**config.mk**
```make
export PLATFORM = sky130hd
export DESIGN_NAME = sensor_frame_crc_convert
export DESIGN_NICKNAME = d
export VERILOG_FILES = /design/src/hdl/scfc_pkg.sv /design/src/hdl/scfc_parser.sv /design/src/hdl/scfc_convert.sv /design/src/hdl/sensor_frame_crc_convert.sv
export SDC_FILE = /design/constraint.sdc
export NUM_CORES = 1
export LEC_CHECK = 0
export BUFFER_PORTS_ARGS = -buffer_cell sky130_fd_sc_hd__buf_2
export CAP_MARGIN = 20
export CELL_PAD_IN_SITES_DETAIL_PLACEMENT = 1
export CELL_PAD_IN_SITES_GLOBAL_PLACEMENT = 1
export CORE_UTILIZATION = 40
export DETAILED_ROUTE_END_ITERATION = 8
export PLACE_DENSITY_LB_ADDON = 0.1
export SLEW_MARGIN = 30
export SYNTH_ARGS = -nofsm -noshare
export SYNTH_HDL_FRONTEND = slang
export SYNTH_SLANG_ARGS = --single-unit
```
**constraint.sdc**
```tcl
create_clock -name i_clk -period 8 [get_ports i_clk]
set_clock_uncertainty 0.15 [all_clocks]
set_input_delay 0 -clock i_clk [delete_from_list [all_inputs] [get_ports i_clk]]
set_output_delay 0 -clock i_clk [all_outputs]
set_load 0.02 [all_outputs]
```
**src/hdl/scfc_pkg.sv**
```systemverilog
// scfc_pkg: shared types, constants and the CRC-8 byte function for the
// sensor frame decoder. No dependencies.
`timescale 1ns / 1ps

package scfc_pkg;

    // Frame layout and checksum constants
    localparam int          FRAME_BYTES = 6;
    localparam logic [7:0]  CRC_POLY    = 8'h31;
    localparam logic [7:0]  CRC_INIT    = 8'hFF;

    // Conversion constants: T = (175*raw - 45*2^16) / 2^16, RH = 100*raw / 2^16
    localparam logic [7:0]  TEMP_SCALE  = 8'd175;
    localparam int          TEMP_OFFSET = 45 * (1 << 16);
    localparam logic [6:0]  HUM_SCALE   = 7'd100;

    // Position of a byte within the frame, in wire order
    typedef enum logic [2:0] {
        POS_T_HI  = 3'd0,
        POS_T_LO  = 3'd1,
        POS_T_CRC = 3'd2,
        POS_H_HI  = 3'd3,
        POS_H_LO  = 3'd4,
        POS_H_CRC = 3'd5
    } t_byte_pos;

    // Completed frame handed from the parser to the converter
    typedef struct packed {
        logic [15:0] raw_t;
        logic [15:0] raw_h;
        logic        temp_ok;
        logic        hum_ok;
    } t_frame;

    // CRC-8, MSB first, one byte
    function automatic logic [7:0] crc8_byte(input logic [7:0] crc, input logic [7:0] b);
        logic [7:0] c;
        c = crc ^ b;
        for (int k = 0; k < 8; k++) begin
            if (c[7]) begin
                c = {c[6:0], 1'b0} ^ CRC_POLY;
            end else begin
                c = {c[6:0], 1'b0};
            end
        end
        return c;
    endfunction

endpackage

```
**src/hdl/scfc_parser.sv**
```systemverilog
// scfc_parser: tracks byte position, runs the CRC-8 over each word and
// holds a completed frame until the converter takes it. Uses scfc_pkg.
`timescale 1ns / 1ps

module scfc_parser
    import scfc_pkg::*;
(
    input  logic       i_clk,
    input  logic       i_rst_n,
    input  logic       i_accept,
    input  logic [7:0] i_rx_byte,
    input  logic       i_frame_start,
    input  logic       i_out_ready,
    output logic       o_frame_valid,
    output t_frame     o_frame
);

    t_byte_pos   r_pos, n_pos;
    logic [7:0]  r_crc, n_crc;
    logic [15:0] r_raw_t, n_raw_t;
    logic [7:0]  r_hum_hi, n_hum_hi;
    logic [7:0]  r_hum_lo, n_hum_lo;
    logic        r_temp_ok, n_temp_ok;
    logic        r_s1_valid, n_s1_valid;
    t_frame      r_frame, n_frame;

    t_byte_pos   pos_eff;
    logic        load;

    // Effective position: start flag resyncs, unused codes count as byte 0
    always_comb begin
        if (i_frame_start || r_pos > POS_H_CRC) begin
            pos_eff = POS_T_HI;
        end else begin
            pos_eff = r_pos;
        end
    end

    assign load = i_accept && (pos_eff == POS_H_CRC);

    // Per-byte state update
    always_comb begin
        n_pos     = r_pos;
        n_crc     = r_crc;
        n_raw_t   = r_raw_t;
        n_hum_hi  = r_hum_hi;
        n_hum_lo  = r_hum_lo;
        n_temp_ok = r_temp_ok;
        n_frame   = r_frame;
        if (i_accept) begin
            n_pos = (pos_eff == POS_H_CRC) ? POS_T_HI : t_byte_pos'(pos_eff + 3'd1);
            case (pos_eff)
                POS_T_HI: begin
                    n_crc   = crc8_byte(CRC_INIT, i_rx_byte);
                    n_raw_t = {i_rx_byte, 8'h00};
                end
                POS_T_LO: begin
                    n_crc   = crc8_byte(r_crc, i_rx_byte);
                    n_raw_t = {r_raw_t[15:8], i_rx_byte};
                end
                POS_T_CRC: begin
                    n_temp_ok = (r_crc == i_rx_byte);
                    n_crc     = CRC_INIT;
                end
                POS_H_HI: begin
                    n_crc    = crc8_byte(CRC_INIT, i_rx_byte);
                    n_hum_hi = i_rx_byte;
                end
                POS_H_LO: begin
                    n_crc    = crc8_byte(r_crc, i_rx_byte);
                    n_hum_lo = i_rx_byte;
                end
                default: begin
                    n_crc           = CRC_INIT;
                    n_frame.raw_t   = r_raw_t;
                    n_frame.raw_h   = {r_hum_hi, r_hum_lo};
                    n_frame.temp_ok = r_temp_ok;
                    n_frame.hum_ok  = (r_crc == i_rx_byte);
                end
            endcase
        end
    end

    // Completed-frame holding stage
    assign n_s1_valid = load || (r_s1_valid && !i_out_ready);

    always_ff @(posedge i_clk) begin
        if (!i_rst_n) begin
            r_pos      <= POS_T_HI;
            r_crc      <= CRC_INIT;
            r_raw_t    <= '0;
            r_hum_hi   <= '0;
            r_hum_lo   <= '0;
            r_temp_ok  <= 1'b0;
            r_s1_valid <= 1'b0;
        end else begin
            r_pos      <= n_pos;
            r_crc      <= n_crc;
            r_raw_t    <= n_raw_t;
            r_hum_hi   <= n_hum_hi;
            r_hum_lo   <= n_hum_lo;
            r_temp_ok  <= n_temp_ok;
            r_s1_valid <= n_s1_valid;
        end
    end

    always_ff @(posedge i_clk) begin
        r_frame <= n_frame;
    end

    assign o_frame_valid = r_s1_valid;
    assign o_frame       = r_frame;

    // A closing checksum byte always yields a held frame
    a_load_sets_valid: assert property (@(posedge i_clk) disable iff (!i_rst_n)
        load |=> r_s1_valid)
        else $error("frame not held after final byte");

    // Start flag resyncs: the next byte is the temperature low byte
    a_start_resync: assert property (@(posedge i_clk) disable iff (!i_rst_n)
        (i_accept && i_frame_start) |=> (r_pos == POS_T_LO))
        else $error("frame start did not resync position");

    // Checksum bytes restart the CRC
    a_crc_restart: assert property (@(posedge i_clk) disable iff (!i_rst_n)
        (i_accept && (pos_eff == POS_T_CRC || pos_eff == POS_H_CRC)) |=> (r_crc == CRC_INIT))
        else $error("CRC not restarted after checksum byte");

endmodule

```
**src/hdl/scfc_convert.sv**
```systemverilog
// scfc_convert: fixed-point temperature/humidity conversion of a completed
// frame into the result register. Uses scfc_pkg.
`timescale 1ns / 1ps

module scfc_convert
    import scfc_pkg::*;
(
    input  logic              i_clk,
    input  logic              i_rst_n,
    input  logic              i_s1_valid,
    input  t_frame            i_frame,
    input  logic              i_stall,
    output logic              o_out_ready,
    output logic              o_valid,
    output logic signed [8:0] o_temperature_c,
    output logic [6:0]        o_humidity_pct,
    output logic              o_temp_crc_ok,
    output logic              o_hum_crc_ok,
    output logic              o_frame_valid
);

    logic              r_valid, n_valid;
    logic signed [8:0] r_temp;
    logic [6:0]        r_hum;
    logic              r_temp_ok, r_hum_ok, r_both_ok;

    logic [23:0]        prod_t;
    logic signed [24:0] v_t;
    logic [24:0]        mag_t;
    logic [7:0]         q_t;
    logic signed [8:0]  temp_c;
    logic [22:0]        prod_h;

    // Result register can take a new transaction when empty or draining
    assign o_out_ready = !r_valid || !i_stall;

    // Temperature: signed offset product, truncated toward zero
    always_comb begin
        prod_t = 24'(i_frame.raw_t) * 24'(TEMP_SCALE);
        v_t    = $signed({1'b0, prod_t}) - 25'(TEMP_OFFSET);
        mag_t  = v_t[24] ? 25'(-v_t) : 25'(v_t);
        q_t    = mag_t[23:16];
        temp_c = v_t[24] ? -$signed({1'b0, q_t}) : $signed({1'b0, q_t});
    end

    // Humidity: scaled and shifted down
    assign prod_h = 23'(i_frame.raw_h) * 23'(HUM_SCALE);

    assign n_valid = i_s1_valid || (r_valid && i_stall);

    always_ff @(posedge i_clk) begin
        if (!i_rst_n) begin
            r_valid <= 1'b0;
        end else begin
            r_valid <= n_valid;
        end
    end

    always_ff @(posedge i_clk) begin
        if (i_s1_valid && o_out_ready) begin
            r_temp    <= temp_c;
            r_hum     <= prod_h[22:16];
            r_temp_ok <= i_frame.temp_ok;
            r_hum_ok  <= i_frame.hum_ok;
            r_both_ok <= i_frame.temp_ok & i_frame.hum_ok;
        end
    end

    assign o_valid         = r_valid;
    assign o_temperature_c = r_temp;
    assign o_humidity_pct  = r_hum;
    assign o_temp_crc_ok   = r_temp_ok;
    assign o_hum_crc_ok    = r_hum_ok;
    assign o_frame_valid   = r_both_ok;

    // Converted temperature stays within the sensor's span
    a_temp_range: assert property (@(posedge i_clk) disable iff (!i_rst_n)
        r_valid |-> (r_temp >= -9'sd45 && r_temp <= 9'sd129))
        else $error("temperature out of range");

    // Converted humidity never reaches 100 percent
    a_hum_range: assert property (@(posedge i_clk) disable iff (!i_rst_n)
        r_valid |-> (r_hum <= 7'd99))
        else $error("humidity out of range");

    // A delivered result with nothing behind it leaves the register empty
    a_drain: assert property (@(posedge i_clk) disable iff (!i_rst_n)
        (r_valid && !i_stall && !i_s1_valid) |=> !r_valid)
        else $error("result repeated after delivery");

endmodule

```
**src/hdl/sensor_frame_crc_convert.sv**
```systemverilog
// sensor_frame_crc_convert: top level of the sensor frame decoder.
// Instantiates scfc_parser and scfc_convert; uses scfc_pkg.
//
//   Channel  Direction  Handshake          Payload
//   input    in         i_valid / o_stall  i_rx_byte, i_frame_start
//   output   out        o_valid / i_stall  o_temperature_c, o_humidity_pct,
//                                          o_temp_crc_ok, o_hum_crc_ok, o_frame_valid
//
// One byte is taken per cycle while o_stall is low; CRC and position update on each byte.
// The sixth byte of a frame gives a result through the holding stage,
// then the conversion multiply into the result register.
// Synchronous active-low reset clears position, CRC (to 0xFF) and valid flags.
// o_stall rises only when a completed frame waits behind a stalled result;
// the held frame plus result register let one full frame move behind a stall.
`timescale 1ns / 1ps

module sensor_frame_crc_convert
    import scfc_pkg::*;
(
    input  logic              i_clk,
    input  logic              i_rst_n,
    input  logic              i_valid,
    output logic              o_stall,
    input  logic [7:0]        i_rx_byte,
    input  logic              i_frame_start,
    output logic              o_valid,
    input  logic              i_stall,
    output logic signed [8:0] o_temperature_c,
    output logic [6:0]        o_humidity_pct,
    output logic              o_temp_crc_ok,
    output logic              o_hum_crc_ok,
    output logic              o_frame_valid
);

    logic   s1_valid;
    logic   out_ready;
    logic   accept;
    t_frame frame;

    // Stall input only while a finished frame cannot move forward
    assign o_stall = s1_valid && !out_ready;
    assign accept  = i_valid && !o_stall;

    scfc_parser u_parser (
        .i_clk         (i_clk),
        .i_rst_n       (i_rst_n),
        .i_accept      (accept),
        .i_rx_byte     (i_rx_byte),
        .i_frame_start (i_frame_start),
        .i_out_ready   (out_ready),
        .o_frame_valid (s1_valid),
        .o_frame       (frame)
    );

    scfc_convert u_convert (
        .i_clk           (i_clk),
        .i_rst_n         (i_rst_n),
        .i_s1_valid      (s1_valid),
        .i_frame         (frame),
        .i_stall         (i_stall),
        .o_out_ready     (out_ready),
        .o_valid         (o_valid),
        .o_temperature_c (o_temperature_c),
        .o_humidity_pct  (o_humidity_pct),
        .o_temp_crc_ok   (o_temp_crc_ok),
        .o_hum_crc_ok    (o_hum_crc_ok),
        .o_frame_valid   (o_frame_valid)
    );

endmodule

```
==> results of run 1 <==
[kinds of logic after synthesis]
logic type      after synthesis  share of synthesized area
buf+inv                     233                     0.0967
simple gates                188                      0.110
fa+ha+maj                   184                      0.305
compound gates              160                      0.126
flops                        99                      0.274
xor+xnor                     69                     0.0679
mux                          19                     0.0209
[Yosys cell counts, types with 5 or more instances]
cell,instances,area (um2)
sky130_fd_sc_hd__a211oi_1,7,52.6
sky130_fd_sc_hd__a21boi_0,10,75.1
sky130_fd_sc_hd__a21o_1,15,113
sky130_fd_sc_hd__a21oi_1,31,155
sky130_fd_sc_hd__a221oi_1,7,61.3
sky130_fd_sc_hd__a22oi_1,9,67.6
sky130_fd_sc_hd__a31oi_1,7,43.8
sky130_fd_sc_hd__and2_1,6,37.5
sky130_fd_sc_hd__and3_1,11,68.8
sky130_fd_sc_hd__clkbuf_1,28,105
sky130_fd_sc_hd__dfxtp_1,46,921
sky130_fd_sc_hd__edfxtp_1,53,1590
sky130_fd_sc_hd__fa_1,66,1320
sky130_fd_sc_hd__ha_1,118,1480
sky130_fd_sc_hd__inv_1,198,743
sky130_fd_sc_hd__mux2i_1,18,180
sky130_fd_sc_hd__nand2_1,44,165
sky130_fd_sc_hd__nand2b_1,6,37.5
sky130_fd_sc_hd__nand3_1,20,100
sky130_fd_sc_hd__nor2_1,28,105
sky130_fd_sc_hd__nor2b_1,34,213
sky130_fd_sc_hd__nor3_1,8,40.0
sky130_fd_sc_hd__o211ai_1,5,37.5
sky130_fd_sc_hd__o21a_1,6,45.0
sky130_fd_sc_hd__o21ai_0,22,110
sky130_fd_sc_hd__xnor2_1,47,412
sky130_fd_sc_hd__xor2_1,21,184
[report_power, final]
group          switching (mW)  internal (mW)
sequential            0.00789          0.539
clock                   0.223          0.238
combinational          0.0628         0.0536
[sequential cells by signal, summed over array words and instances, names as in the netlist]
signal,flops
u_convert.o_temperature_c,9
u_parser.r_crc,8
u_parser.o_frame,34
u_convert.o_humidity_pct,7
u_convert.o_frame_valid,1
u_parser.r_temp_ok,1
u_convert.o_valid,1
u_convert.o_temp_crc_ok,1
u_parser.r_raw_t,16
u_convert.o_hum_crc_ok,1
u_parser.o_frame_valid,1
u_parser.r_hum_lo,8
u_parser.r_pos,3
u_parser.r_hum_hi,8
[area by class of cell]
cell class	count	area (um2)	share of cell area
clock buffers	10	250	0.0249
clock inverters	6	66.3	0.00661
inverters	198	743	0.0741
multi-input cells	620	5790	0.577
flip-flops and latches	99	2510	0.250
well taps	285	357	0.0355
repair buffers	49	315	0.0314
[layout by cell type, fill, tap and decap left out, types with 31 or more instances in the layout]
cell type / synthesis / final
sky130_fd_sc_hd__edfxtp_1: 53 / 53
sky130_fd_sc_hd__fa_1: 66 / 66
sky130_fd_sc_hd__a21oi_1: 31 / 31
sky130_fd_sc_hd__dfxtp_1: 46 / 46
sky130_fd_sc_hd__inv_1: 198 / 198
sky130_fd_sc_hd__nand2_1: 44 / 44
sky130_fd_sc_hd__ha_1: 118 / 118
sky130_fd_sc_hd__xnor2_1: 47 / 47
sky130_fd_sc_hd__nor2b_1: 34 / 34
sky130_fd_sc_hd__buf_2: 4 / 33
[worst register-to-register path: cells and delay by family, from the launching register on]
| kind | cells | cell delay (ns) |
|---|---|---|
| fa+ha+maj | 6 | 2.52 |
| simple gates | 6 | 1.37 |
| compound gates | 4 | 0.87 |
| xor+xnor | 3 | 0.75 |
| flops | 1 | 0.51 |
| buf+inv | 5 | 0.29 |
[per-layer routing]
metal | global-route usage | share of wire | vias up
li1 | - | - | 3220
met1 | 0.227 | 0.47 | 3115
met2 | 0.327 | 0.50 | 47
met3 | 0.0227 | 0.015 | 23
met4 | 0.0524 | 0.015 | 0
met5 | 0 | 0 | -
[how the worst max path moves through the flow]
stage	end	slack (ns)	depth (start not counted)
2_1_floorplan	u_convert.o_temperature_c[6]	1.94	25
6_report	u_convert.o_temperature_c[6]	1.34	24
3_3_place_gp	u_convert.o_temperature_c[6]	1.49	24
4_1_cts	u_convert.o_temperature_c[6]	1.28	24
5_1_grt	u_convert.o_temperature_c[6]	0.80	23
3_5_place_dp	u_convert.o_temperature_c[6]	1.28	24
[per-stage QoR]
| stage | worst slack [ns] | power [mW] | util |
|---|---|---|---|
| 2_1_floorplan | 1.94 | 0.648 | - |
| 3_3_place_gp | 1.49 | 0.669 | 0.425 |
| 3_5_place_dp | 1.28 | 0.670 | 0.425 |
| 4_1_cts | 1.28 | 1.14 | 0.444 |
| 5_1_grt | 0.804 | 1.17 | 0.444 |
| 6_report | 1.34 | 1.13 | 0.444 |
[what timing repair did]
item,in CTS,in global routing
endpoints found under the hold margin,37,0
hold buffers,12,0
buffers inserted,0,0
==> impl_metrics.sql, run 1 <==
INSERT INTO impl_metrics (metric_group, metric, value, unit) VALUES
('global_route', 'initial_antenna_violation_count', '0', ''),
('timing', 'hold-worst-slack', '0.0217', 'ns'),
('die', 'chipHeight', '153', 'um'),
('clocking', 'clockRootBuffer', 'sky130_fd_sc_hd__clkbuf_16', ''),
('cells_and_area', 'final_cell_area', '10000', 'um2'),
('placement', 'final_weighted_congestion_of_routability_driven_global_placement', '0.798', ''),
('clocking', 'number_of_sinks_driven_by_the_clock_tree', '99', ''),
('setup_path', 'rrSetupSlack', '1.34', 'ns'),
('die', 'chipWidth', '153', 'um'),
('routing', 'detail_route.vias_per_cell', '5.06', ''),
('routing', 'drc_errors', '0', ''),
('cells_and_area', 'final_cell_count_no_fill', '1267', ''),
('routing', 'wl_per_cell', '15.5', 'um'),
('routing', 'num_vias', '6405', ''),
('die', 'std_cell_rows', '55', ''),
('routing', 'drt_pass_1_iters', '4', ''),
('cells_and_area', 'area_growth_syn_to_layout', '9.30', '%'),
('setup_path', 'worst_path_largest_cell_delay', '0.57', 'ns'),
('global_route', 'via_count_of_the_first_global_routing_pass', '6956', ''),
('setup_path', 'cp.buffers_inverters', '5', ''),
('synthesis', 'async_reset_ff_frac', '0', ''),
('synthesis', 'syn_inst', '952', ''),
('synthesis', 'synth-seq-area-share', '0.274', ''),
('die', 'floorplan.initialDensity', '0.407', ''),
('setup_path', 'startpoint', 'u_parser.o_frame[27]', ''),
('routing', 'detail_route.iter0.violations', '167', ''),
('setup_path', 'critical_path.reg2reg.endpoint', 'u_convert.o_temperature_c[6]', ''),
('timing', 'worst_slew_pin_slew', '0.915', 'ns'),
('synthesis', 'synth.cell_area', '9180', 'um2'),
('cells_and_area', 'num_antenna_cells', '0', ''),
('synthesis', 'yosys_warnings', '0', ''),
('die', 'dieArea', '23600', 'um2'),
('setup_path', 'crit_chain', 'ha_1 > inv_1 > fa_1 > inv_1 > fa_1 > inv_1 > fa_1 > inv_1 > ha_1 > nand2_1 > nor2_1 > nand3_1 > o21ai_0 > a31oi_1 > xnor2_1 > nand2b_1 > xnor2_1 > inv_1 > ha_1 > and3_1 > a32oi_1 > or4b_1 > a21oi_2 > xnor2_1', ''),
('setup_path', 'worstRegToRegCells', '24', ''),
('power_and_ir_drop', 'pwr_dens', '112', 'nW/um2'),
('cells_and_area', 'final_stage_net_count', '1174', ''),
('hold_path', 'hold_path.startpoint', 'i_rst_n', ''),
('timing', 'relSlewSlack', '0.385', ''),
('hold_path', 'tightest_hold_check_type', 'in -> reg', ''),
('clocking', 'clk_latency', '0.36', 'ns'),
('placement', 'detailed_place_hpwl', '15600', 'um'),
('timing', 'grt_setup_unrepaired', 'no', ''),
('synthesis', 'post_syn_area_per_cell', '9.64', 'um2'),
('setup_path', 'critical_path_s_slowest_cell', 'sky130_fd_sc_hd__or4b_1', ''),
('routing', 'postRouteWirelength', '19700', 'um'),
('timing', 'timing.final.crit_period', '6.66', 'ns'),
('clocking', 'max-clock-path-buffers', '2', ''),
('power_and_ir_drop', 'cellLeakagePower', '4.73', 'nW'),
('global_route', 'grt_pass1_wl', '34200', 'um'),
('setup_path', 'worst-path-max-fanout', '8', ''),
('setup_path', 'critPathCaptureType', 'flop', ''),
('synthesis', 'synth_cell_types', '75', ''),
('timing', 'fin_setup_tns', '0', 'ns'),
('synthesis', 'synth-edff-count', '53', ''),
('synthesis', 'mappedNetlistNets', '1149', ''),
('global_route', 'grt_max_degree', '47', ''),
('cells_and_area', 'layout.filler_cells', '2601', ''),
('setup_path', 'cp-start-kind', 'flop', ''),
('synthesis', 'ys_seq_elements', '99', ''),
('setup_path', 'critical_path_arrival', '6.63', 'ns'),
('power_and_ir_drop', 'max_ir_drop_vdd', '0.0987', 'mV'),
('timing', 'max_freq', '150', 'MHz'),
('setup_path', 'cp_top_family', 'adder cells', ''),
('global_route', 'grt.total_usage', '0.182', ''),
('run_status', 'outcome', 'finished, final reports clean', ''),
('global_route', 'grt-ovfl-total', '0', ''),
('timing', 'final.period_utilization', '0.833', ''),
('setup_path', 'path_common_cell', 'sky130_fd_sc_hd__inv_1', ''),
('clocking', 'cts.reportedPaths.clkPinSlew', '0.08', 'ns'),
('setup_path', 'worst-setup-path-type', 'reg -> reg', ''),
('clocking', 'cts_resized', '0', '');
Power figures use the tool's default switching activity.
==> inputs of run 2 (changes only) <==
ABC_AREA = 1   (was unset)
clock period = 6.7 ns   (was 8 ns; I/O delays follow)
==> run 2 against run 1 <==
Against the previous run:
- sequential power increased by 21%
- final cell count increased by 23%
- count of clock-buffer cells in the layout decreased by 1
- synthesized cell count increased by 26%
- via count increased by 16%
- highest routed layer unchanged
- flip-flop and latch count unchanged
- sequential share of layout area decreased by 0.82 points
- critical path depth increased by 3
- design area increased by 3.4%
==> impl_metrics.sql, run 2 <==
INSERT INTO impl_metrics (metric_group, metric, value, unit) VALUES
('run', 'max-cap-violations', '0', ''),
('timing', 'hold-worst-slack', '0.0318', 'ns'),
('routing', 'postRouteWirelength', '21900', 'um'),
('placement', 'place_ws', '1.12', 'ns'),
('routing', 'wl_per_cell', '14.1', 'um'),
('setup_path', 'critical_path.reg2reg.endpoint', 'u_convert.o_temperature_c[6]', ''),
('synthesis', 'synth_cell_types', '38', ''),
('power_and_ir_drop', 'cellLeakagePower', '5.35', 'nW'),
('routing', 'final_antenna_net_count', '0', ''),
('synthesis', 'synth-main-ff-cell', 'sky130_fd_sc_hd__edfxtp_1', ''),
('die', 'chipWidth', '156', 'um'),
('timing', 'grt_setup_unrepaired', 'no', ''),
('setup_path', 'worst_path_largest_cell_delay', '0.54', 'ns'),
('global_route', 'grt-ovfl-total', '0', ''),
('clocking', 'number_of_sinks_driven_by_the_clock_tree', '99', ''),
('setup_path', 'worst-path-max-fanout', '24', ''),
('placement', 'numPortBuffers', '33', ''),
('timing', 'setup_slack', '1.18', 'ns'),
('clocking', 'clk_latency', '0.36', 'ns'),
('setup_path', 'worstRegToRegCells', '27', ''),
('timing', 'report.final.setup_viol', '0', ''),
('timing', 'worst_slew_pin_slew', '0.733', 'ns'),
('power_and_ir_drop', 'pwr_dens', '158', 'nW/um2'),
('placement', 'detailed_place_hpwl', '18400', 'um'),
('setup_path', 'rrSetupSlack', '1.18', 'ns'),
('setup_path', 'critPathCaptureType', 'flop', ''),
('synthesis', 'synth-seq-area-share', '0.266', ''),
('global_route', 'grt_max_degree', '36', ''),
('setup_path', 'path_common_cell', 'sky130_fd_sc_hd__nand2_1', ''),
('synthesis', 'mappedNetlistNets', '1393', ''),
('cells_and_area', 'largest_register_ffs', '34', ''),
('global_route', 'grt_pass1_wl', '38200', 'um'),
('cells_and_area', 'num_antenna_cells', '0', ''),
('cells_and_area', 'final_stage_net_count', '1433', ''),
('setup_path', 'timing.rr.start', 'u_parser.o_frame[31]', ''),
('routing', 'drc_errors', '0', ''),
('synthesis', 'synth.cell_area', '9450', 'um2'),
('timing', 'relSlewSlack', '0.511', ''),
('timing', 'max_freq', '181', 'MHz'),
('timing', 'drv_slew', '0', ''),
('synthesis', 'synth-edff-count', '53', ''),
('setup_path', 'critical_path_arrival', '5.49', 'ns'),
('synthesis', 'synth.most_common_cell', 'sky130_fd_sc_hd__inv_1', ''),
('setup_path', 'worst-setup-path-type', 'reg -> reg', ''),
('cells_and_area', 'area_growth_syn_to_layout', '9.79', '%'),
('routing', 'detail_route.vias_per_cell', '4.77', ''),
('setup_path', 'cp.buffers_inverters', '6', ''),
('clocking', 'cts.htree.levels', '3', ''),
('run_status', 'outcome', 'finished, final reports clean', ''),
('setup_path', 'critical_path_s_slowest_cell', 'sky130_fd_sc_hd__fa_1', ''),
('routing', 'num_vias', '7408', ''),
('timing', 'fin_setup_tns', '0', 'ns'),
('routing', 'detail_route.iter0.violations', '223', ''),
('synthesis', 'synth.top_cells.by_area', 'sky130_fd_sc_hd__edfxtp_1 17%, sky130_fd_sc_hd__ha_1 16%, sky130_fd_sc_hd__fa_1 14%, sky130_fd_sc_hd__inv_1 11%, sky130_fd_sc_hd__dfxtp_1 9.7%', ''),
('clocking', 'cts.reportedPaths.clkPinSlew', '0.08', 'ns'),
('setup_path', 'cp_top_family', 'adder cells', ''),
('clocking', 'cts_resized', '0', ''),
('setup_path', 'cp-start-kind', 'flop', ''),
('synthesis', 'syn_inst', '1196', ''),
('timing', 'hold_violations', '0', ''),
('cells_and_area', 'final_cell_count_no_fill', '1554', ''),
('clocking', 'holdBufCountCts', '11', ''),
('placement', 'final_weighted_congestion_of_routability_driven_global_placement', '0.792', ''),
('die', 'coreArea', '22900', 'um2'),
('synthesis', 'yosys_warnings', '0', ''),
('clocking', 'cts_buffers', '9', ''),
('setup_path', 'startpoint', 'u_parser.o_frame[31]', ''),
('global_route', 'initial_antenna_violation_count', '0', ''),
('die', 'dieArea', '24200', 'um2'),
('cells_and_area', 'layout.filler_cells', '2837', ''),
('die', 'top_level_ports', '34', ''),
('clocking', 'cts_post_setup_buffers_inserted', '0', ''),
('die', 'std_cell_rows', '55', ''),
('routing', 'drt_pass_1_iters', '4', ''),
('hold_path', 'tightest_hold_check_type', 'in -> reg', ''),
('synthesis', 'post_syn_area_per_cell', '7.90', 'um2'),
('synthesis', 'synth.top_cell.area_share', '0.168', ''),
('cells_and_area', 'layout.cells.most_common_list', '287 x sky130_fd_sc_hd__inv_1, 233 x sky130_fd_sc_hd__nand2_1, 118 x sky130_fd_sc_hd__ha_1, 80 x sky130_fd_sc_hd__nand3_1, 79 x sky130_fd_sc_hd__nor2_1', ''),
('setup_path', 'worstSetupPathDepth', '27', ''),
('global_route', 'grt.total_usage', '0.198', ''),
('synthesis', 'ys_seq_elements', '99', ''),
('cells_and_area', 'most_common_cell_after_layout_fill_and_taps_aside', 'sky130_fd_sc_hd__inv_1', ''),
('timing', 'final.period_utilization', '0.824', ''),
('global_route', 'via_count_of_the_first_global_routing_pass', '8032', ''),
('cells_and_area', 'register_area', '2510', 'um2'),
('timing', 'timing.final.crit_period', '5.52', 'ns'),
('clocking', 'cts_tree', 'yes', ''),
('cells_and_area', 'multi_input_area', '5760', 'um2'),
('placement', 'dp_cells', '1526', ''),
('clocking', 'clockRootBuffer', 'sky130_fd_sc_hd__clkbuf_16', ''),
('clocking', 'max-clock-path-buffers', '2', ''),
('cells_and_area', 'layout-drive-gt1-share', '0.0822', ''),
('synthesis', 'async_reset_ff_frac', '0', ''),
('synthesis', 'synth_common_cells', '287 x sky130_fd_sc_hd__inv_1, 233 x sky130_fd_sc_hd__nand2_1, 118 x sky130_fd_sc_hd__ha_1, 80 x sky130_fd_sc_hd__nand3_1, 80 x sky130_fd_sc_hd__nor2_1', ''),
('setup_path', 'worst_setup_path_endpoint', 'u_convert.o_temperature_c[6]', ''),
('power_and_ir_drop', 'max_ir_drop_vdd', '0.119', 'mV'),
('synthesis', 'synth.largest_area_cell', 'sky130_fd_sc_hd__edfxtp_1', ''),
('die', 'chipHeight', '156', 'um'),
('die', 'floorplan.initialDensity', '0.412', ''),
('setup_path', 'worstPathRequired', '6.67', 'ns');
==> run 2: per-layer routing <==
| metal | wire (um) | track usage | vias to the layer above |
|---|---|---|---|
| met5 | 0 | 0 | - |
| met4 | 337 | 0.0490 | 0 |
| met3 | 399 | 0.0247 | 21 |
| met2 | 10900 | 0.367 | 63 |
| met1 | 10200 | 0.243 | 3520 |
| li1 | - | - | 3804 |
==> run 2: worst min path at each step <==
stage | from | end | cells after the start
6_report | i_valid | u_parser.r_crc[6] | 4
5_1_grt | i_valid | u_parser.r_crc[6] | 4
4_1_cts | i_valid | u_parser.r_crc[6] | 4
3_5_place_dp | i_stall | u_convert.o_valid | 3
3_3_place_gp | i_stall | u_convert.o_valid | 3
2_1_floorplan | i_rx_byte[3] | u_parser.r_hum_lo[3] | 2
==> run 2: logic make-up after synthesis <==
logic type | Yosys count | share of synthesized area
AO/OA/AOI/OAI | 102 | 0.0601
flip-flops | 99 | 0.266
XOR/XNOR | 44 | 0.0416
AND/OR/NAND/NOR | 455 | 0.211
adder cells (fa/ha/maj) | 184 | 0.296
buffers and inverters | 312 | 0.125
==> run 2: layout make-up <==
type,instances,share of cell area
clock inverters,7,0.00579
clock buffers,9,0.0217
well taps,313,0.0378
flip-flops and latches,99,0.242
multi-input cells,785,0.556
inverters,295,0.107
repair buffers,46,0.0299
==> run 2: through the flow <==
stage	total power, mW	util	instance area [um2]
after global placement	1.13	0.434	9950
after CTS	1.66	0.451	10300
after detailed placement	1.14	0.434	9950
after global routing	1.75	0.453	10400
after floorplan	1.03	-	9450
final	1.64	0.453	10400
==> run 2: power by group <==
group	switching [mW]	total (mW)	leakage [nW]	internal, mW
Combinational	0.307	0.468	4.36	0.160
Clock	0.252	0.510	0.137	0.258
Sequential	0.00884	0.661	0.855	0.652
==> run 2: worst min-delay path: stages <==
cell and delay [ns]:
sky130_fd_sc_hd__buf_2 0.09, sky130_fd_sc_hd__nand2_1 0.25, sky130_fd_sc_hd__a21oi_1 0.11, sky130_fd_sc_hd__nand2_1 0.06
